--- src/sv/inms_pkg.sv ---
package inms_pkg;

    localparam int MAX_WIDTH  = 4096;
    localparam int MAX_HEIGHT = 4096;
    localparam int MIN_DIM    = 3;
    localparam int MAG_BITS   = 16;
    localparam int ANG_BITS   = 12;
    localparam int FRAC_BITS  = 10;
    localparam int DIM_BITS   = 13;
    localparam int COL_BITS   = $clog2(MAX_WIDTH);
    localparam int ROW_BITS   = $clog2(MAX_HEIGHT);
    localparam int CNT_BITS   = 24;
    localparam int TOTAL_BITS = CNT_BITS + 1;
    localparam int PROD_BITS  = MAG_BITS + FRAC_BITS + 1;

    localparam int RESET_WIDTH  = 640;
    localparam int RESET_HEIGHT = 480;
    localparam logic [TOTAL_BITS-1:0] RESET_TOTAL = TOTAL_BITS'(RESET_WIDTH * RESET_HEIGHT);

    localparam int CFG_IDX_BITS = 2;
    localparam logic [CFG_IDX_BITS-1:0] REG_FRAME_WIDTH  = 2'd0;
    localparam logic [CFG_IDX_BITS-1:0] REG_FRAME_HEIGHT = 2'd1;

    localparam logic [1:0] SECTOR_0 = 2'd0;
    localparam logic [1:0] SECTOR_1 = 2'd1;
    localparam logic [1:0] SECTOR_2 = 2'd2;
    localparam logic [1:0] SECTOR_3 = 2'd3;

    localparam int CMDQ_DEPTH = 4;
    localparam int CMDQ_BITS  = $clog2(CMDQ_DEPTH);
    localparam int OUTQ_DEPTH = 8;
    localparam int OUTQ_BITS  = $clog2(OUTQ_DEPTH);

    localparam int DIV_STEPS    = CNT_BITS;
    localparam int DIV_LOAD     = DIV_STEPS + 1;
    localparam int DIV_START    = DIV_STEPS + 2;
    localparam int DIV_CNT_BITS = $clog2(DIV_START + 1);

    typedef struct packed {
        logic [COL_BITS-1:0] x;
        logic [MAG_BITS-1:0] mag;
        logic [ANG_BITS-1:0] ang;
        logic                emit;
        logic                interior;
        logic                eof;
    } t_cmd;

    typedef struct packed {
        logic [MAG_BITS-1:0] mag;
        logic                eof;
    } t_result;

endpackage

--- src/sv/inms_front.sv ---
module inms_front (
    input  logic                                i_clk,
    input  logic                                i_rst_n,
    input  logic                                i_cfg_valid,
    output logic                                o_cfg_ready,
    input  logic [inms_pkg::CFG_IDX_BITS-1:0]   i_cfg_index,
    input  logic [inms_pkg::DIM_BITS-1:0]       i_cfg_data,
    input  logic                                i_push,
    output logic                                o_full,
    input  logic                                i_is_flush,
    input  logic [inms_pkg::MAG_BITS-1:0]       i_magnitude,
    input  logic [inms_pkg::ANG_BITS-1:0]       i_angle_code,
    input  logic                                i_back_busy,
    input  logic                                i_cmd_pop,
    output logic                                o_cmd_valid,
    output inms_pkg::t_cmd                      o_cmd
);

    localparam int DB = inms_pkg::DIM_BITS;
    localparam int CB = inms_pkg::COL_BITS;
    localparam int RB = inms_pkg::ROW_BITS;
    localparam int NB = inms_pkg::CNT_BITS;
    localparam int TB = inms_pkg::TOTAL_BITS;

    logic [DB-1:0] r_frame_width, r_frame_height;
    logic [DB-1:0] r_w_eff, r_h_eff;
    logic [DB-1:0] w_clamp, h_clamp;
    logic [2*DB-1:0] prod_total;
    logic [TB-1:0] r_total;

    logic [inms_pkg::DIV_CNT_BITS-1:0] r_div_cnt;
    logic [CB-1:0] r_rem;
    logic [NB-1:0] r_quo;
    logic [DB-1:0] div_sh;
    logic [DB:0]   div_diff;
    logic          div_ge;
    logic [CB-1:0] div_rem;
    logic [NB-1:0] div_quo;

    logic [CB-1:0] r_in_col, n_in_col;
    logic [RB-1:0] r_in_row, n_in_row;
    logic [NB-1:0] r_out_cnt, n_out_cnt;
    logic [NB-1:0] r_out_row, n_out_row;
    logic [CB-1:0] r_out_col, n_out_col;
    logic          r_drain, n_drain;

    inms_pkg::t_cmd r_q [inms_pkg::CMDQ_DEPTH];
    logic [inms_pkg::CMDQ_BITS-1:0] r_wp, r_rp;
    logic [inms_pkg::CMDQ_BITS:0]   r_qcnt;

    logic          acc, step_pixel, emit, produce, wrap_col, wrap_row, drain_after;
    logic          interior, eof, enq;
    logic [DB-1:0] col_inc, row_inc, ocol_inc;
    logic [CB-1:0] vx;
    inms_pkg::t_cmd cmd;

    assign o_cfg_ready = 1'b1;

    always_comb begin
        w_clamp = r_frame_width;
        if (r_frame_width < DB'(inms_pkg::MIN_DIM)) begin
            w_clamp = DB'(inms_pkg::MIN_DIM);
        end else if (r_frame_width > DB'(inms_pkg::MAX_WIDTH)) begin
            w_clamp = DB'(inms_pkg::MAX_WIDTH);
        end
        h_clamp = r_frame_height;
        if (r_frame_height < DB'(inms_pkg::MIN_DIM)) begin
            h_clamp = DB'(inms_pkg::MIN_DIM);
        end else if (r_frame_height > DB'(inms_pkg::MAX_HEIGHT)) begin
            h_clamp = DB'(inms_pkg::MAX_HEIGHT);
        end
    end

    assign prod_total = {{DB{1'b0}}, r_w_eff} * {{DB{1'b0}}, r_h_eff};

    always_ff @(posedge i_clk) begin
        if (!i_rst_n) begin
            r_frame_width  <= DB'(inms_pkg::RESET_WIDTH);
            r_frame_height <= DB'(inms_pkg::RESET_HEIGHT);
            r_w_eff        <= DB'(inms_pkg::RESET_WIDTH);
            r_h_eff        <= DB'(inms_pkg::RESET_HEIGHT);
            r_total        <= inms_pkg::RESET_TOTAL;
        end else begin
            if (i_cfg_valid) begin
                unique case (i_cfg_index)
                    inms_pkg::REG_FRAME_WIDTH:  r_frame_width  <= i_cfg_data;
                    inms_pkg::REG_FRAME_HEIGHT: r_frame_height <= i_cfg_data;
                    default: ;
                endcase
            end
            r_w_eff <= w_clamp;
            r_h_eff <= h_clamp;
            r_total <= prod_total[TB-1:0];
        end
    end

    // restoring divider: output position = out_count / width, one bit a cycle
    assign div_sh   = {r_rem, r_quo[NB-1]};
    assign div_diff = {1'b0, div_sh} - {1'b0, r_w_eff};
    assign div_ge   = !div_diff[DB];
    assign div_rem  = div_ge ? div_diff[CB-1:0] : div_sh[CB-1:0];
    assign div_quo  = {r_quo[NB-2:0], div_ge};

    always_ff @(posedge i_clk) begin
        if (!i_rst_n) begin
            r_div_cnt <= '0;
        end else if (i_cfg_valid) begin
            r_div_cnt <= inms_pkg::DIV_CNT_BITS'(inms_pkg::DIV_START);
        end else if (r_div_cnt != '0) begin
            r_div_cnt <= r_div_cnt - 1'b1;
        end
    end

    always_ff @(posedge i_clk) begin
        if (r_div_cnt == inms_pkg::DIV_CNT_BITS'(inms_pkg::DIV_LOAD)) begin
            r_rem <= '0;
            r_quo <= r_out_cnt;
        end else begin
            r_rem <= div_rem;
            r_quo <= div_quo;
        end
    end

    assign acc        = i_push && !o_full;
    assign step_pixel = !r_drain && !i_is_flush;
    assign col_inc    = {1'b0, r_in_col} + 1'b1;
    assign row_inc    = {1'b0, r_in_row} + 1'b1;
    assign wrap_col   = col_inc >= r_w_eff;
    assign wrap_row   = wrap_col && (row_inc >= r_h_eff);
    assign produce    = (r_in_row >= RB'(2)) || ((r_in_row == RB'(1)) && (r_in_col != '0));
    assign ocol_inc   = {1'b0, r_out_col} + 1'b1;
    assign vx         = (ocol_inc == r_w_eff) ? '0 : ocol_inc[CB-1:0];
    assign emit       = r_drain || (step_pixel && produce);
    assign drain_after = r_drain || (step_pixel && wrap_row);
    assign interior   = (r_out_row != '0) && (r_out_row < (NB'(r_h_eff) - 1'b1))
                     && (r_out_col != '0) && ({1'b0, r_out_col} != (r_w_eff - 1'b1));
    assign eof        = ({1'b0, r_out_cnt} + 1'b1) >= r_total;
    assign enq        = acc && (r_drain || !i_is_flush);

    always_comb begin
        n_in_col  = r_in_col;
        n_in_row  = r_in_row;
        n_out_cnt = r_out_cnt;
        n_out_row = r_out_row;
        n_out_col = r_out_col;
        n_drain   = r_drain;
        if (acc) begin
            if (step_pixel) begin
                n_in_col = wrap_col ? '0 : col_inc[CB-1:0];
                if (wrap_col) begin
                    n_in_row = wrap_row ? '0 : row_inc[RB-1:0];
                end
                n_drain = wrap_row;
            end
            if (emit) begin
                if (eof) begin
                    n_out_cnt = '0;
                    n_out_row = '0;
                    n_out_col = '0;
                    if (drain_after) begin
                        n_drain  = 1'b0;
                        n_in_row = '0;
                        n_in_col = '0;
                    end
                end else begin
                    n_out_cnt = r_out_cnt + 1'b1;
                    if (ocol_inc == r_w_eff) begin
                        n_out_col = '0;
                        n_out_row = r_out_row + 1'b1;
                    end else begin
                        n_out_col = ocol_inc[CB-1:0];
                    end
                end
            end
        end else if (r_div_cnt == inms_pkg::DIV_CNT_BITS'(1)) begin
            n_out_row = div_quo;
            n_out_col = div_rem;
        end
    end

    always_ff @(posedge i_clk) begin
        if (!i_rst_n) begin
            r_in_col  <= '0;
            r_in_row  <= '0;
            r_out_cnt <= '0;
            r_out_row <= '0;
            r_out_col <= '0;
            r_drain   <= 1'b0;
        end else begin
            r_in_col  <= n_in_col;
            r_in_row  <= n_in_row;
            r_out_cnt <= n_out_cnt;
            r_out_row <= n_out_row;
            r_out_col <= n_out_col;
            r_drain   <= n_drain;
        end
    end

    always_comb begin
        cmd.x        = r_drain ? vx : r_in_col;
        cmd.mag      = r_drain ? '0 : i_magnitude;
        cmd.ang      = r_drain ? '0 : i_angle_code;
        cmd.emit     = emit;
        cmd.interior = interior;
        cmd.eof      = eof;
    end

    always_ff @(posedge i_clk) begin
        if (enq) begin
            r_q[r_wp] <= cmd;
        end
    end

    always_ff @(posedge i_clk) begin
        if (!i_rst_n) begin
            r_wp   <= '0;
            r_rp   <= '0;
            r_qcnt <= '0;
        end else begin
            if (enq) begin
                r_wp <= r_wp + 1'b1;
            end
            if (i_cmd_pop) begin
                r_rp <= r_rp + 1'b1;
            end
            r_qcnt <= r_qcnt + (inms_pkg::CMDQ_BITS+1)'(enq)
                             - (inms_pkg::CMDQ_BITS+1)'(i_cmd_pop);
        end
    end

    assign o_cmd_valid = r_qcnt != '0;
    assign o_cmd       = r_q[r_rp];
    assign o_full      = (r_qcnt == (inms_pkg::CMDQ_BITS+1)'(inms_pkg::CMDQ_DEPTH))
                      || (r_div_cnt != '0) || i_back_busy;

endmodule

--- config.mk ---
export PLATFORM = sky130hd
export DESIGN_NAME = inms_front
export DESIGN_NICKNAME = d
export VERILOG_FILES = /design/src/sv/inms_pkg.sv /design/src/sv/inms_front.sv
export SDC_FILE = /design/constraint.sdc
export NUM_CORES = 1
export LEC_CHECK = 0
export BUFFER_PORTS_ARGS = -buffer_cell sky130_fd_sc_hd__buf_4
export CAP_MARGIN = 10
export CORE_MARGIN = 2
export CORE_UTILIZATION = 45
export CTS_BUF_LIST = sky130_fd_sc_hd__clkbuf_16
export DETAILED_ROUTE_END_ITERATION = 16
export SYNTH_ARGS = -nofsm -noshare
export SYNTH_HDL_FRONTEND = slang
export SYNTH_SLANG_ARGS = --single-unit
--- constraint.sdc ---
create_clock -name i_clk -period 8.1 [get_ports i_clk]
set_clock_uncertainty 0.2 [all_clocks]
set_input_delay 2.43 -clock i_clk [delete_from_list [all_inputs] [get_ports i_clk]]
set_output_delay 2.43 -clock i_clk [all_outputs]
set_load 0.02 [all_outputs]
Word level (Yosys, flattened, before mapping)
Memory sizes are Yosys's and may differ from the RTL's. A register that Yosys moved wholly into a read port is not among the register bits. Index checks and enable logic that the tools add are counted.

Latch bits: 0. Input port bits: 50. Word-level logic and storage cells: 136. Memory bits (read-only): 0. Bits in registers: 210. Memories: 1. Memory bits (writable): 172. Output and inout port bits: 46.

Memory list: r_q (depth 4, bits a word 43, read ports 1, clocked after Yosys merged registers in 1, write ports 1, RTL line inms_front.sv:47) `inms_pkg::t_cmd r_q [inms_pkg::CMDQ_DEPTH];`.

Divide/modulo/power cells: 0. Multipliers: 1. Magnitude comparators: 9. Multiplexer cells: 41. Reduce and logical (&&, ||, !) cells: 38. Bitwise gates (word level): 1. Shift operators: 0. $add $sub $neg: 14. Eq/ne operators: 9.

Operators by type and width (count): $mux W12 (19); $mux W24 (7); $add A24 B1 Y24 const B (2); $add A12 B1 Y13 const B (3); $ge A13 B13 Y1 (2); $gt A13 B13 Y1 const B (2); $lt A13 B2 Y1 const B (2); $mux W13 (2); $add A24 B1 Y25 const B (1); $ge A25 B25 Y1 (1); $mul A13 B13 Y25 (1); $lt A24 B24 Y1 (1); $reduce_bool A12 Y1 (2); $reduce_bool A24 Y1 (1); $mux W16 (1); $sub A13 B1 Y14 const B (1); $sub A13 B13 Y14 (1); $eq A13 B13 Y1 (1); $ne A12 B13 Y1 (1); $sub A13 B1 Y13 const B (1); $eq A12 B1 Y1 const B (1); $ge A12 B2 Y1 const B (1); $logic_and A1 B1 Y1 (10); $mux W10 (1); 25 further kinds (48).

Longest topological paths before layout
Gate-level depths: netlist (run 1).

Depth after elaboration: 9. Mapped depth: 22. Gate-level depth less buffers: 20.

Worst setup path after synthesis (run 1)
Ideal clock, no wire load.

Path kind: reg2reg. From: register r_w_eff[8]. To: register r_total[24]. Path slack: 2.262 ns. Cell stages (with the launch flop): 21. Data required time: 7.765 ns. Period minus slack after synthesis: 5.838 ns. Buffers on the path: 1. Data arrival time: 5.503 ns. Setup time: 0.135 ns. Path through: dfxtp_1 > clkbuf_1 > clkinv_1 > nor2_1 > fa_1 > inv_1 > fa_1 > inv_1 > fa_1 > fa_1 > inv_1 > fa_1 > inv_1 > ha_1 > nand2_1 > nor3_1 > a2111o_1 > a221oi_1 > o31ai_1 > o31ai_1 > o211ai_1.

Longest elaborated chain between the ends: 1.

Ends and longest elaborated chain: start: declaration (RTL line inms_front.sv:26) `logic [DB-1:0] r_w_eff, r_h_eff;`; start signal: assignment (RTL line inms_front.sv:80) `r_w_eff <= DB'(inms_pkg::RESET_WIDTH);`; start signal: assignment (RTL line inms_front.sv:91) `r_w_eff <= w_clamp;`; $mul A13 B13 Y25 (RTL line inms_front.sv:74) `assign prod_total = {{DB{1'b0}}, r_w_eff} * {{DB{1'b0}}, r_h_eff};`; end signal: assignment (RTL line inms_front.sv:82) `r_total <= inms_pkg::RESET_TOTAL;`; end signal: assignment (RTL line inms_front.sv:93) `r_total <= prod_total[TB-1:0];`; end: declaration (RTL line inms_front.sv:29) `logic [TB-1:0] r_total;`.

No other way between the ends. A chain may end at the register's enable or synchronous reset.

Final worst setup path (run 1)
From: register r_w_eff[8]. To: register r_total[22].

Same word-level chain as after synthesis.

==> impl_metrics.prom, run 1 <==
# TYPE chip_impl_metric gauge
chip_impl_info{name="largest_cells_by_area_after_synthesis",value="edfxtp_1, dfxtp_1, fa_1"} 1
chip_impl_metric{name="grt_use_total",unit=""} 0.2458
chip_impl_info{name="critical-path-slowest-cell",value="dfxtp_1"} 1
chip_impl_metric{name="highest_ir_drop_seen_on_vdd",unit="mV"} 0.1523
chip_impl_metric{name="r2r_slack",unit="ns"} 1.33
chip_impl_metric{name="timing.final.setup_violations",unit=""} 0
chip_impl_info{name="crit_family",value="adder cells"} 1
chip_impl_info{name="synthFlopType",value="dfxtp_1"} 1
chip_impl_metric{name="maximum_capacitance_violations",unit=""} 0
chip_impl_metric{name="final_area",unit="mm²"} 0.02752
chip_impl_metric{name="area_delta_synth_final",unit="%"} 11.44
chip_impl_metric{name="detailedRoute.firstPassIterationCount",unit=""} 7
chip_impl_metric{name="wl",unit="mm"} 68.67
chip_impl_metric{name="worstPathArrival",unit="ns"} 7.10
chip_impl_metric{name="route.vias.total",unit=""} 18752
chip_impl_metric{name="timing.critical_path.depth",unit=""} 20
chip_impl_metric{name="synth_cell_types",unit=""} 80
chip_impl_metric{name="detail_route.vias_per_cell",unit=""} 5.635
chip_impl_metric{name="io_buffer_count",unit=""} 94
chip_impl_info{name="hold_class",value="reg2reg"} 1
chip_impl_metric{name="cts-htree-levels",unit=""} 2
chip_impl_metric{name="holdBufCountCts",unit=""} 0
chip_impl_metric{name="maximum_number_of_pins_on_one_net_before_global_route_repair",unit=""} 69
chip_impl_info{name="worstReg2RegEnd",value="r_total[22]$_SDFF_PN0_"} 1
chip_impl_info{name="critical_path.reg2reg.startpoint",value="r_w_eff[8]$_SDFF_PP0_"} 1
chip_impl_metric{name="setup_tns",unit="ns"} 0
chip_impl_metric{name="clock_sink_count",unit=""} 384
chip_impl_metric{name="period_needed",unit="ns"} 6.767
chip_impl_metric{name="number_of_flops_mapped_to_enable_cells_by_yosys",unit=""} 172
chip_impl_metric{name="rel_slew_slack",unit=""} 0.2238
chip_impl_metric{name="boundaryPins",unit=""} 96
chip_impl_metric{name="power_leakage",unit="nW"} 11.46
chip_impl_metric{name="timing.final.hold_violations",unit=""} 0
chip_impl_metric{name="rows",unit=""} 85
chip_impl_metric{name="instances_no_fill",unit=""} 3328
chip_impl_info{name="cts_tree",value="built"} 1
chip_impl_metric{name="yosysWarnings",unit=""} 0
chip_impl_metric{name="power.density_cell_area",unit="mW/mm²"} 202.7
chip_impl_metric{name="place.gp.congestion",unit=""} 0.9401
chip_impl_metric{name="reg2regPathDepth",unit=""} 20
chip_impl_metric{name="worst_hold_path.num_cells",unit=""} 2
chip_impl_metric{name="global_route.overflow_total",unit=""} 0
chip_impl_info{name="run_status",value="finished, final reports clean"} 1
chip_impl_info{name="grt_setup_unrepaired",value="no"} 1
chip_impl_metric{name="dieWidth",unit="µm"} 238.3
chip_impl_metric{name="fillerInstances",unit=""} 4957
chip_impl_metric{name="overall_die_area",unit="mm²"} 0.05677
chip_impl_metric{name="cts.reportedPaths.clkPinSlew",unit="ns"} 0.06
chip_impl_metric{name="syn_nets",unit=""} 2905
chip_impl_info{name="timing.critical_path.cells",value="clkinv_1, nor2_1, fa_1, inv_1, fa_1, inv_1, fa_1, fa_1, inv_1, fa_1, inv_1, ha_1, nand2_1, nor3_1, a2111o_1, a221oi_1, o31ai_1, o31ai_1, nand2_1, a21oi_1"} 1
chip_impl_metric{name="layout.nets",unit=""} 2944
chip_impl_info{name="timing.critical_path.from",value="r_w_eff[8]$_SDFF_PP0_"} 1
chip_impl_metric{name="dpl.cell_count",unit=""} 3247
chip_impl_info{name="synthDominantAreaCellType",value="edfxtp_1"} 1
chip_impl_info{name="hp-start",value="r_frame_height[6]$_SDFFE_PN1P_"} 1
chip_impl_metric{name="number_of_antenna_violating_nets_in_the_routed_design",unit=""} 0
chip_impl_metric{name="initial_utilization",unit=""} 0.4571
chip_impl_metric{name="critPathMaxStageDelay",unit="ns"} 0.75
chip_impl_info{name="timing.critical_path.to_type",value="flop"} 1
chip_impl_metric{name="placed_cell_area",unit="mm²"} 0.02597
chip_impl_metric{name="hpwlAfterDp",unit="mm"} 50.28
chip_impl_metric{name="syn_area_per_cell",unit="µm²"} 9.654
chip_impl_metric{name="worst-path-buf-inv",unit=""} 5
chip_impl_metric{name="number_of_antenna_violations_at_the_first_check_in_global_routing",unit=""} 0
chip_impl_metric{name="yosys.area.top_type_share",unit=""} 0.2092
chip_impl_metric{name="finalMaxSlewViolations",unit=""} 0
chip_impl_metric{name="min_period_over_period",unit=""} 0.8355
chip_impl_metric{name="insertion_delay",unit="ns"} 0.60
chip_impl_metric{name="remaining_drc_errors",unit=""} 0
chip_impl_info{name="criticalPathCategory",value="reg2reg"} 1
chip_impl_metric{name="tightest_slew",unit="ns"} 1.156
chip_impl_metric{name="cts.repair.resized",unit=""} 0
chip_impl_info{name="hold_path_end",value="r_h_eff[6]$_SDFF_PN1_"} 1
chip_impl_metric{name="cts.repair_timing.setup_buffer_count",unit=""} 0
chip_impl_metric{name="die_height",unit="µm"} 238.3
chip_impl_metric{name="ys_seq_elements",unit=""} 384
chip_impl_info{name="critical-path-top-cell-by-count",value="fa_1"} 1
chip_impl_metric{name="synth.cell_area",unit="mm²"} 0.02469
chip_impl_metric{name="dr.first_iter.drc_count",unit=""} 1468
chip_impl_metric{name="grt_first_pass_wirelength",unit="mm"} 108.7
chip_impl_info{name="cts.root.buffer_cell",value="clkbuf_16"} 1
chip_impl_metric{name="via_count_of_the_first_global_routing_pass",unit=""} 19168
chip_impl_metric{name="numCtsBuffers",unit=""} 44
chip_impl_metric{name="max_freq",unit="MHz"} 147.8
chip_impl_metric{name="critical_path_required",unit="ns"} 8.43
chip_impl_metric{name="clk_path_buf_depth",unit=""} 3
chip_impl_metric{name="netlist_instances",unit=""} 2558
chip_impl_info{name="cp-start-kind",value="flop"} 1
chip_impl_metric{name="n_antenna_cell",unit=""} 0
chip_impl_metric{name="wl_per_cell",unit="µm"} 20.63
chip_impl_metric{name="worstPathMaxFanout",unit=""} 16
chip_impl_metric{name="synth_seq_area_share",unit=""} 0.3810
chip_impl_metric{name="fp.coreArea",unit="mm²"} 0.05403
chip_impl_metric{name="drive_above_1_share",unit=""} 0.1026
chip_impl_metric{name="async_flop_share",unit=""} 0
==> stage by stage <==
step / setup slack (ns) / util / total power (W) / hold slack [ns]
detailed placement: 1.343 / 0.4808 / 0.003478 / 0.2446
CTS: 1.343 / 0.5094 / 0.005621 / 0.2510
floorplan: 2.262 / - / 0.003144 / 0.2219
global placement: 1.440 / 0.4808 / 0.003455 / 0.2374
global route: 0.8448 / 0.5094 / 0.005842 / 0.2715
finish: 1.333 / 0.5094 / 0.005578 / 0.2490
==> area by class of cell <==
| class | instances | area [µm²] | share of cell area |
|---|---|---|---|
| Timing Repair Buffer | 121 | 908.4 | 0.03301 |
| Clock buffer | 44 | 1101 | 0.04001 |
| Multi-Input combinational cell | 1778 | 13770 | 0.5004 |
| Tap cell | 696 | 870.8 | 0.03164 |
| Inverter | 268 | 1007 | 0.03660 |
| Clock inverter | 37 | 445.4 | 0.01619 |
| Sequential cell | 384 | 9415 | 0.3421 |
==> cells by family after synthesis <==
kind of cell               Yosys count  synth area share
muxes                               55           0.04423
DFF                                384            0.3810
buffers and inverters              396           0.06176
xor gates and xnor gates           129           0.04631
other                                1         0.0001519
and+or+nand+nor                    885            0.1694
AOI/OAI and AO/OA                  411            0.1095
adders and majority gates          297            0.1876
==> flip-flops by register name, indices dropped and copies added (netlist names), 13 cells and up, named ones only <==
name            count
r_w_eff            13
r_quo              24
r_out_cnt          24
r_q               172
r_out_row          24
r_frame_height     13
r_frame_width      13
r_h_eff            13
r_total            25
==> worst reg2reg max path, stage by stage, from the launching register on <==
cell,delay (ns)
dfxtp_1,0.75
clkinv_1,0.56
nor2_1,0.25
fa_1,0.44
inv_1,0.09
fa_1,0.39
inv_1,0.09
fa_1,0.44
fa_1,0.50
inv_1,0.05
fa_1,0.53
inv_1,0.04
ha_1,0.34
nand2_1,0.13
nor3_1,0.05
a2111o_1,0.42
a221oi_1,0.63
o31ai_1,0.23
o31ai_1,0.34
nand2_1,0.09
a21oi_1,0.14
==> layer usage <==
metal / vias to the layer above / part of all wire / global-route usage
met5: - / 0 / 0
met4: 0 / 0.045 / 0.1093
met3: 129 / 0.062 / 0.04199
met2: 583 / 0.46 / 0.4016
met1: 9139 / 0.43 / 0.3210
li1: 8901 / - / -
==> cells in the mapped netlist (all sizes together) (11+ instances only) <==
cell	count
a32o	12
mux4	43
nor4	22
a211oi	30
o21a	17
o21ai	90
or3	20
and2	40
a21o	23
nor3	35
clkinv	11
and3	23
xor2	40
a31oi	22
nor2	212
inv	257
nand2	324
nor2b	38
xnor2	88
buf	25
a21oi	103
nand4	28
clkbuf	103
fa	122
nand3	77
ha	175
dfxtp	212
edfxtp	172
a22oi	17
==> power breakdown <==
group	internal, W	switching (W)
clock	0.00126	0.000866
combinational	0.000492	0.000646
sequential	0.00217	0.000149
total	0.00392	0.00166
==> how the worst max path moves through the flow <==
stage	end	slack (ns)
4_1_cts	r_total[22]$_SDFF_PN0_	1.34
3_5_place_dp	r_total[22]$_SDFF_PN0_	1.34
6_report	r_total[22]$_SDFF_PN0_	1.33
3_3_place_gp	r_total[22]$_SDFF_PN0_	1.44
5_1_grt	r_total[22]$_SDFF_PN0_	0.84
2_1_floorplan	r_total[24]$_SDFF_PN0_	2.26
==> placed cells by master, fill, tap and decap left out, drive strengths merged, types with 38 or more instances in the layout <==
| cell | Yosys | layout |
|---|---|---|
| a21oi | 103 | 103 |
| and2 | 40 | 40 |
| buf | 25 | 121 |
| clkbuf | 103 | 44 |
| dfxtp | 212 | 212 |
| edfxtp | 172 | 172 |
| fa | 122 | 122 |
| ha | 175 | 175 |
| inv | 257 | 263 |
| mux4 | 43 | 43 |
| nand2 | 324 | 324 |
| nand3 | 77 | 77 |
| nor2 | 212 | 212 |
| nor2b | 38 | 38 |
| o21ai | 90 | 90 |
| xnor2 | 88 | 88 |
| xor2 | 40 | 40 |
No activity file was read; power rests on OpenSTA's default activity.
==> inputs of run 2 (changes only) <==
- ABC_AREA: unset -> 1
- clock period: 8.1 -> 5.5 ns (I/O delays scaled with it)
==> run 2 against run 1 <==
Die area is 4.7% higher. Clock-buffer cell count rose by 1. Area after synthesis rose by 4.8%. Hold slack gained 0.0016 ns. Register-to-register slack got worse by 1.1 ns. Sequential power rose by 44%. Combinational power rose by 65%. Clock power rose by 47%. First-iteration DRC count shrank 10%. Final cell count up 25%. Synthesized cell count rose by 29%. Critical endpoint unchanged.
==> impl_metrics.prom, run 2 <==
# TYPE chip_impl_metric gauge
chip_impl_info{name="run_status",value="finished, final reports clean"} 1
chip_impl_info{name="synthMostInstantiatedCell",value="nand2_1"} 1
chip_impl_info{name="largest-register",value="r_q"} 1
chip_impl_metric{name="period_needed",unit="ns"} 5.238
chip_impl_metric{name="yosys.area.top_type_share",unit=""} 0.1997
chip_impl_info{name="grt_setup_unrepaired",value="no"} 1
chip_impl_metric{name="dr.first_iter.drc_count",unit=""} 1317
chip_impl_metric{name="timing.final.hold_violations",unit=""} 0
chip_impl_metric{name="layout.nets",unit=""} 3714
chip_impl_metric{name="initial_utilization",unit=""} 0.4570
chip_impl_metric{name="hpwlAfterDp",unit="mm"} 51.36
chip_impl_metric{name="clock_sink_count",unit=""} 384
chip_impl_metric{name="place.gp.congestion",unit=""} 0.8849
chip_impl_metric{name="p_sw_frac",unit=""} 0.3130
chip_impl_metric{name="number_of_flops_mapped_to_enable_cells_by_yosys",unit=""} 172
chip_impl_metric{name="synth_seq_area_share",unit=""} 0.3637
chip_impl_info{name="hold_class",value="reg2reg"} 1
chip_impl_metric{name="fillerInstances",unit=""} 5411
chip_impl_metric{name="share_seq_of_total_power",unit=""} 0.401
chip_impl_metric{name="global_route.overflow_total",unit=""} 0
chip_impl_metric{name="finalMaxSlewViolations",unit=""} 0
chip_impl_info{name="mostFrequentLayoutCell",value="nand2_1"} 1
chip_impl_metric{name="detailedRoute.firstPassIterationCount",unit=""} 5
chip_impl_metric{name="final_critical_path_setup_slack",unit="ns"} 0.2625
chip_impl_info{name="final_cell_mix",value="nand2_1, inv_1, nor2_1, o21ai_0, dfxtp_1"} 1
chip_impl_info{name="critical-path-top-cell-by-count",value="fa_1"} 1
chip_impl_info{name="cp-start-kind",value="flop"} 1
chip_impl_metric{name="via_count_of_the_first_global_routing_pass",unit=""} 21571
chip_impl_info{name="cts_tree",value="built"} 1
chip_impl_info{name="timing.critical_path.to_type",value="flop"} 1
chip_impl_metric{name="worstPathMaxFanout",unit=""} 13
chip_impl_metric{name="sequential_cell_area",unit="mm²"} 0.009434
chip_impl_metric{name="timing.final.setup_violations",unit=""} 0
chip_impl_metric{name="route.vias.total",unit=""} 21716
chip_impl_metric{name="highest_ir_drop_seen_on_vdd",unit="mV"} 0.2678
chip_impl_metric{name="ys_seq_elements",unit=""} 384
chip_impl_metric{name="number_of_antenna_violating_nets_in_the_routed_design",unit=""} 0
chip_impl_metric{name="hold_slack",unit="ns"} 0.2506
chip_impl_info{name="criticalPathCategory",value="reg2reg"} 1
chip_impl_metric{name="overall_die_area",unit="mm²"} 0.05942
chip_impl_info{name="synth_top_cells_by_count",value="nand2_1, inv_1, nor2_1, o21ai_0, dfxtp_1"} 1
chip_impl_metric{name="holdBufCountCts",unit=""} 0
chip_impl_metric{name="worst-path-buf-inv",unit=""} 3
chip_impl_metric{name="critical_path_required",unit="ns"} 5.83
chip_impl_metric{name="wl",unit="mm"} 68.47
chip_impl_info{name="cts.root.buffer_cell",value="clkbuf_16"} 1
chip_impl_metric{name="boundaryPins",unit=""} 96
chip_impl_metric{name="die_height",unit="µm"} 243.8
chip_impl_metric{name="fp.coreArea",unit="mm²"} 0.05660
chip_impl_metric{name="syn_area_per_cell",unit="µm²"} 7.841
chip_impl_metric{name="largest_register_ff_count",unit=""} 172
chip_impl_metric{name="yosysWarnings",unit=""} 0
chip_impl_info{name="synthFlopType",value="dfxtp_1"} 1
chip_impl_metric{name="numCtsBuffers",unit=""} 45
chip_impl_metric{name="power.share.clock",unit=""} 0.373
chip_impl_metric{name="setup_tns",unit="ns"} 0
chip_impl_metric{name="multiInputGateArea",unit="mm²"} 0.01382
chip_impl_metric{name="tightest_slew",unit="ns"} 0.9601
chip_impl_metric{name="netlist_instances",unit=""} 3299
chip_impl_metric{name="power_leakage",unit="nW"} 13.76
chip_impl_metric{name="dieWidth",unit="µm"} 243.8
chip_impl_metric{name="number_of_antenna_violations_at_the_first_check_in_global_routing",unit=""} 0
chip_impl_metric{name="area_delta_synth_final",unit="%"} 12.70
chip_impl_metric{name="post_place_worst_slack",unit="ns"} 0.1775
chip_impl_metric{name="power.density_cell_area",unit="mW/mm²"} 285.9
chip_impl_info{name="critical-path-slowest-cell",value="dfxtp_1"} 1
chip_impl_metric{name="grt_use_total",unit=""} 0.2320
chip_impl_info{name="registers_with_the_most_flip_flops",value="r_q (172), r_total (25)"} 1
chip_impl_metric{name="final_area",unit="mm²"} 0.02915
chip_impl_metric{name="n_antenna_cell",unit=""} 0
chip_impl_metric{name="async_flop_share",unit=""} 0
chip_impl_metric{name="detail_route.vias_per_cell",unit=""} 5.221
chip_impl_info{name="synthDominantAreaCellType",value="edfxtp_1"} 1
chip_impl_metric{name="remaining_drc_errors",unit=""} 0
chip_impl_metric{name="drive_above_1_share",unit=""} 0.08522
chip_impl_metric{name="maximum_capacitance_violations",unit=""} 0
chip_impl_metric{name="p_switching",unit="W"} 0.002609
chip_impl_metric{name="rel_slew_slack",unit=""} 0.3590
chip_impl_metric{name="syn_nets",unit=""} 3646
chip_impl_metric{name="maximum_number_of_pins_on_one_net_before_global_route_repair",unit=""} 87
chip_impl_metric{name="placed_cell_area",unit="mm²"} 0.02753
chip_impl_metric{name="comb_power_share",unit=""} 0.226
chip_impl_metric{name="insertion_delay",unit="ns"} 0.60
chip_impl_metric{name="cts-htree-levels",unit=""} 2
chip_impl_metric{name="rows",unit=""} 87
chip_impl_metric{name="synth_cell_types",unit=""} 48
chip_impl_metric{name="min_period_over_period",unit=""} 0.9523
chip_impl_metric{name="max_freq",unit="MHz"} 190.9
chip_impl_metric{name="io_buffer_count",unit=""} 94
chip_impl_metric{name="grt_first_pass_wirelength",unit="mm"} 111.8
chip_impl_metric{name="cts.reportedPaths.clkPinSlew",unit="ns"} 0.06
chip_impl_metric{name="critPathMaxStageDelay",unit="ns"} 0.67
chip_impl_metric{name="internal_power",unit="W"} 0.005727
chip_impl_metric{name="utilization",unit=""} 0.5150
chip_impl_metric{name="synth.cell_area",unit="mm²"} 0.02587
chip_impl_metric{name="wl_per_cell",unit="µm"} 16.46
chip_impl_info{name="timing.critical_path.cells",value="nand2_1, fa_1, inv_1, fa_1, fa_1, fa_1, inv_1, fa_1, inv_1, ha_1, nand2_1, nor4_1, nand4_1, nand3_1, o21ai_0, a21oi_1"} 1
chip_impl_info{name="crit_family",value="adder cells"} 1
chip_impl_metric{name="worstPathArrival",unit="ns"} 5.57
chip_impl_info{name="largest_cells_by_area_after_synthesis",value="edfxtp_1, dfxtp_1, nand2_1"} 1
chip_impl_metric{name="clk_path_buf_depth",unit=""} 3
## run 2: changes by cell type after synthesis, moves of 50 or more
cell	previous run	this run
a21oi_1	102	182
inv_1	256	567
nand2_1	324	658
nand3_1	77	176
nor2_1	210	296
o21ai_0	88	241
xnor2_1	88	15
xor2_1	40	90
## run 2: final timing paths
kind                                from                     end  slack (ns)  cells past startpoint
setup / recovery  r_w_eff[11]$_SDFF_PP0_  r_total[22]$_SDFF_PN0_        0.26                     16
hold / removal         r_quo[21]$_DFF_P_       r_quo[22]$_DFF_P_        0.25                      2
setup reg to reg  r_w_eff[11]$_SDFF_PP0_  r_total[22]$_SDFF_PN0_        0.26                     16
hold reg to reg        r_quo[21]$_DFF_P_       r_quo[22]$_DFF_P_        0.25                      2
## run 2: through the flow
stage               total power (W)  cells
finish                     0.008335   4159
global route               0.008810   4159
CTS                        0.008408   4159
detailed placement         0.005267   4076
global placement           0.005228   4076
floorplan                  0.004701   3299
## run 2: logic make-up (layout without fill, tap and decap cells)
family,count (synthesis),after routing,share of synthesized area
adder cells (fa/ha/maj),297,297,0.1791
AND/OR/NAND/NOR,1291,1291,0.2127
flip-flops,384,384,0.3637
other,1,1,0.0001450
buffers and inverters,716,820,0.1053
XOR/XNOR,105,105,0.03555
AO/OA/AOI/OAI,505,505,0.1036
## run 2: routing by layer
metal	wire, µm	GRT usage
met1	29700	0.2970
met2	33910	0.4091
met3	3047	0.02600
met4	1813	0.07335
met5	0	0
## run 2: cell type report
type | count | area share
clock buffers | 45 | 0.03863
clock inverters | 38 | 0.01464
inverters | 568 | 0.07313
multi-input cells | 2199 | 0.4740
flip-flops and latches | 384 | 0.3236
well taps | 756 | 0.03245
repair buffers | 169 | 0.04352
## run 2: timing repair
action / in CTS / in global routing
setup endpoints to repair: 0 / 22
setup buffers: 0 / 0
resized for setup: 0 / 32
## run 2: tightest hold or removal path: cells and delay by family, from the launching register on
| family | cells | cell delay (ns) |
|---|---|---|
| simple gates | 2 | 0.10 |
| flops | 1 | 0.31 |
## run 2: power groups by stage
stage                     Combinational [W]  Sequential [W]  Clock, W
final                               0.00188         0.00334   0.00311
after global routing                0.00214         0.00337   0.00330
after CTS                           0.00188         0.00334   0.00319
after detailed placement            0.00186         0.00340         0
after global placement              0.00183         0.00340         0
after floorplan                     0.00136         0.00334         0
==> inputs of run 3 (changes only) <==
- RECOVER_POWER: unset -> 25
==> run 3 against run 2 <==
The flow now finishes with violations (capacitance limit, slew limit). Setup slack got worse by 0.0066 ns. Die area unchanged. Critical endpoint unchanged. Sequential power about the same. Sequential cell count is the same. Largest power group unchanged.
==> impl_metrics.prom, run 3 (synthesis gave the netlist of run 2 again) <==
# TYPE chip_impl_metric gauge
chip_impl_metric{name="initial_utilization",unit=""} 0.4570
chip_impl_metric{name="critPathMaxStageDelay",unit="ns"} 0.66
chip_impl_metric{name="rows",unit=""} 87
chip_impl_metric{name="remaining_drc_errors",unit=""} 0
chip_impl_metric{name="tightest_slew",unit="ns"} 1.892
chip_impl_info{name="grt_setup_unrepaired",value="no"} 1
chip_impl_metric{name="io_buffer_count",unit=""} 94
chip_impl_metric{name="detail_route.vias_per_cell",unit=""} 5.216
chip_impl_metric{name="cts-htree-levels",unit=""} 2
chip_impl_metric{name="wl",unit="mm"} 68.48
chip_impl_metric{name="area_delta_synth_final",unit="%"} 12.61
chip_impl_metric{name="setup_tns",unit="ns"} 0
chip_impl_metric{name="power.density_cell_area",unit="mW/mm²"} 285.9
chip_impl_info{name="cts.root.buffer_cell",value="clkbuf_16"} 1
chip_impl_metric{name="worstPathArrival",unit="ns"} 5.57
chip_impl_info{name="hold_class",value="reg2reg"} 1
chip_impl_metric{name="timing.final.hold_violations",unit=""} 0
chip_impl_metric{name="overall_die_area",unit="mm²"} 0.05942
chip_impl_info{name="timing.critical_path.to_type",value="flop"} 1
chip_impl_metric{name="wl_per_cell",unit="µm"} 16.47
chip_impl_metric{name="number_of_antenna_violating_nets_in_the_routed_design",unit=""} 0
chip_impl_metric{name="cts.reportedPaths.clkPinSlew",unit="ns"} 0.06
chip_impl_metric{name="internal_power",unit="W"} 0.005724
chip_impl_metric{name="p_switching",unit="W"} 0.002603
chip_impl_info{name="cts_tree",value="built"} 1
chip_impl_metric{name="route.vias.total",unit=""} 21695
chip_impl_metric{name="share_seq_of_total_power",unit=""} 0.402
chip_impl_metric{name="hpwlAfterDp",unit="mm"} 51.36
chip_impl_metric{name="post_place_worst_slack",unit="ns"} 0.1775
chip_impl_metric{name="fp.coreArea",unit="mm²"} 0.05660
chip_impl_info{name="critical-path-slowest-cell",value="dfxtp_1"} 1
chip_impl_metric{name="holdBufCountCts",unit=""} 0
chip_impl_metric{name="final_critical_path_setup_slack",unit="ns"} 0.2558
chip_impl_metric{name="worstPathMaxFanout",unit=""} 13
chip_impl_info{name="final_cell_mix",value="nand2_1, inv_1, nor2_1, o21ai_0, dfxtp_1"} 1
chip_impl_metric{name="insertion_delay",unit="ns"} 0.60
chip_impl_metric{name="max_freq",unit="MHz"} 190.7
chip_impl_metric{name="rel_slew_slack",unit=""} -0.2616
chip_impl_metric{name="place.gp.congestion",unit=""} 0.8849
chip_impl_metric{name="die_height",unit="µm"} 243.8
chip_impl_metric{name="n_antenna_cell",unit=""} 0
chip_impl_metric{name="global_route.overflow_total",unit=""} 0
chip_impl_info{name="mostFrequentLayoutCell",value="nand2_1"} 1
chip_impl_metric{name="layout.nets",unit=""} 3714
chip_impl_info{name="critical-path-top-cell-by-count",value="fa_1"} 1
chip_impl_metric{name="detailedRoute.firstPassIterationCount",unit=""} 6
chip_impl_metric{name="p_sw_frac",unit=""} 0.3126
chip_impl_metric{name="finalMaxSlewViolations",unit=""} 88
chip_impl_info{name="registers_with_the_most_flip_flops",value="r_q (172), r_total (25)"} 1
chip_impl_metric{name="dr.first_iter.drc_count",unit=""} 1294
chip_impl_info{name="criticalPathCategory",value="reg2reg"} 1
chip_impl_metric{name="clk_path_buf_depth",unit=""} 3
chip_impl_info{name="timing.critical_path.cells",value="nand2_1, fa_1, inv_1, fa_1, fa_1, fa_1, inv_1, fa_1, inv_1, ha_1, nand2_1, nor4_1, nand4_1, nand3_1, o21ai_0, a21oi_1"} 1
chip_impl_metric{name="largest_register_ff_count",unit=""} 172
chip_impl_metric{name="boundaryPins",unit=""} 96
chip_impl_metric{name="dieWidth",unit="µm"} 243.8
chip_impl_metric{name="drive_above_1_share",unit=""} 0.08316
chip_impl_metric{name="maximum_number_of_pins_on_one_net_before_global_route_repair",unit=""} 87
chip_impl_info{name="run_status",value="complete, but fails checks"} 1
chip_impl_metric{name="min_period_over_period",unit=""} 0.9535
chip_impl_metric{name="grt_use_total",unit=""} 0.2320
chip_impl_info{name="cp-start-kind",value="flop"} 1
chip_impl_metric{name="power.share.clock",unit=""} 0.373
chip_impl_metric{name="clock_sink_count",unit=""} 384
chip_impl_info{name="failing_checks",value="capacitance limit, slew limit"} 1
chip_impl_metric{name="power_leakage",unit="nW"} 13.74
chip_impl_metric{name="timing.final.setup_violations",unit=""} 0
chip_impl_metric{name="number_of_antenna_violations_at_the_first_check_in_global_routing",unit=""} 0
chip_impl_metric{name="numCtsBuffers",unit=""} 45
chip_impl_metric{name="maximum_capacitance_violations",unit=""} 2
chip_impl_metric{name="grt_first_pass_wirelength",unit="mm"} 111.8
chip_impl_metric{name="via_count_of_the_first_global_routing_pass",unit=""} 21571
chip_impl_metric{name="critical_path_required",unit="ns"} 5.83
chip_impl_metric{name="period_needed",unit="ns"} 5.244
chip_impl_metric{name="comb_power_share",unit=""} 0.225
chip_impl_info{name="largest-register",value="r_q"} 1
chip_impl_metric{name="highest_ir_drop_seen_on_vdd",unit="mV"} 0.2664
[run 3: final cells by class]
class / count / area [µm²]
Multi-Input combinational cell: 2199 / 13820
Tap cell: 756 / 945.9
Clock inverter: 38 / 426.7
Fill cell: 5417 / 27470
Clock buffer: 45 / 1126
Timing Repair Buffer: 169 / 1246
Inverter: 568 / 2132
Sequential cell: 384 / 9434
[run 3: path summary, 6_finish.rpt]
path              slack (ns)              startpoint                endpoint  cells after the start
setup / recovery        0.26  r_w_eff[11]$_SDFF_PP0_  r_total[22]$_SDFF_PN0_                     16
hold / removal          0.25        r_quo[1]$_DFF_P_        r_quo[2]$_DFF_P_                      2
setup reg to reg        0.26  r_w_eff[11]$_SDFF_PP0_  r_total[22]$_SDFF_PN0_                     16
hold reg to reg         0.25        r_quo[1]$_DFF_P_        r_quo[2]$_DFF_P_                      2
[run 3: through the flow]
step / hold WS [ns] / util / cells / instance area (µm²) / power, W
3_5_place_dp: 0.2428 / 0.4864 / 4076 / 27530 / 0.005267
3_3_place_gp: 0.2308 / 0.4864 / 4076 / 27530 / 0.005228
4_1_cts: 0.2537 / 0.5138 / 4159 / 29080 / 0.008408
2_1_floorplan: 0.2121 / - / 3299 / 25870 / 0.004701
6_report: 0.2517 / 0.5146 / 4159 / 29130 / 0.008327
5_1_grt: 0.2701 / 0.5146 / 4159 / 29130 / 0.008808
[run 3: worst max-delay path, delay by kind of cell (launching register included)]
kind                     cells  cell delay (ns)
buffers and inverters        3             0.14
flip-flops                   1             0.66
adder cells (fa/ha/maj)      6             2.95
AO/OA/AOI/OAI                2             0.22
AND/OR/NAND/NOR              5             1.00
[run 3: power groups by stage]
stage	logic [W]	registers, W	clock network (W)
floorplan	0.00136	0.00334	0
global placement	0.00183	0.00340	0
detailed placement	0.00186	0.00340	0
CTS	0.00188	0.00334	0.00319
global route	0.00214	0.00337	0.00330
finish	0.00188	0.00334	0.00311
[run 3: repair_timing]
item                                    in CTS  in global routing
resized for setup                            0                 32
buffers inserted                             0                  0
endpoints found under the setup margin       0                 22
[run 3: per-layer routing]
metal  wire length [µm]  GRT usage  vias up
li1                   -          -    10733
met4               1873    0.07335        0
met5                  0          0        -
met2              33830     0.4091      503
met1              29710     0.2970    10343
met3               3072    0.02600      116
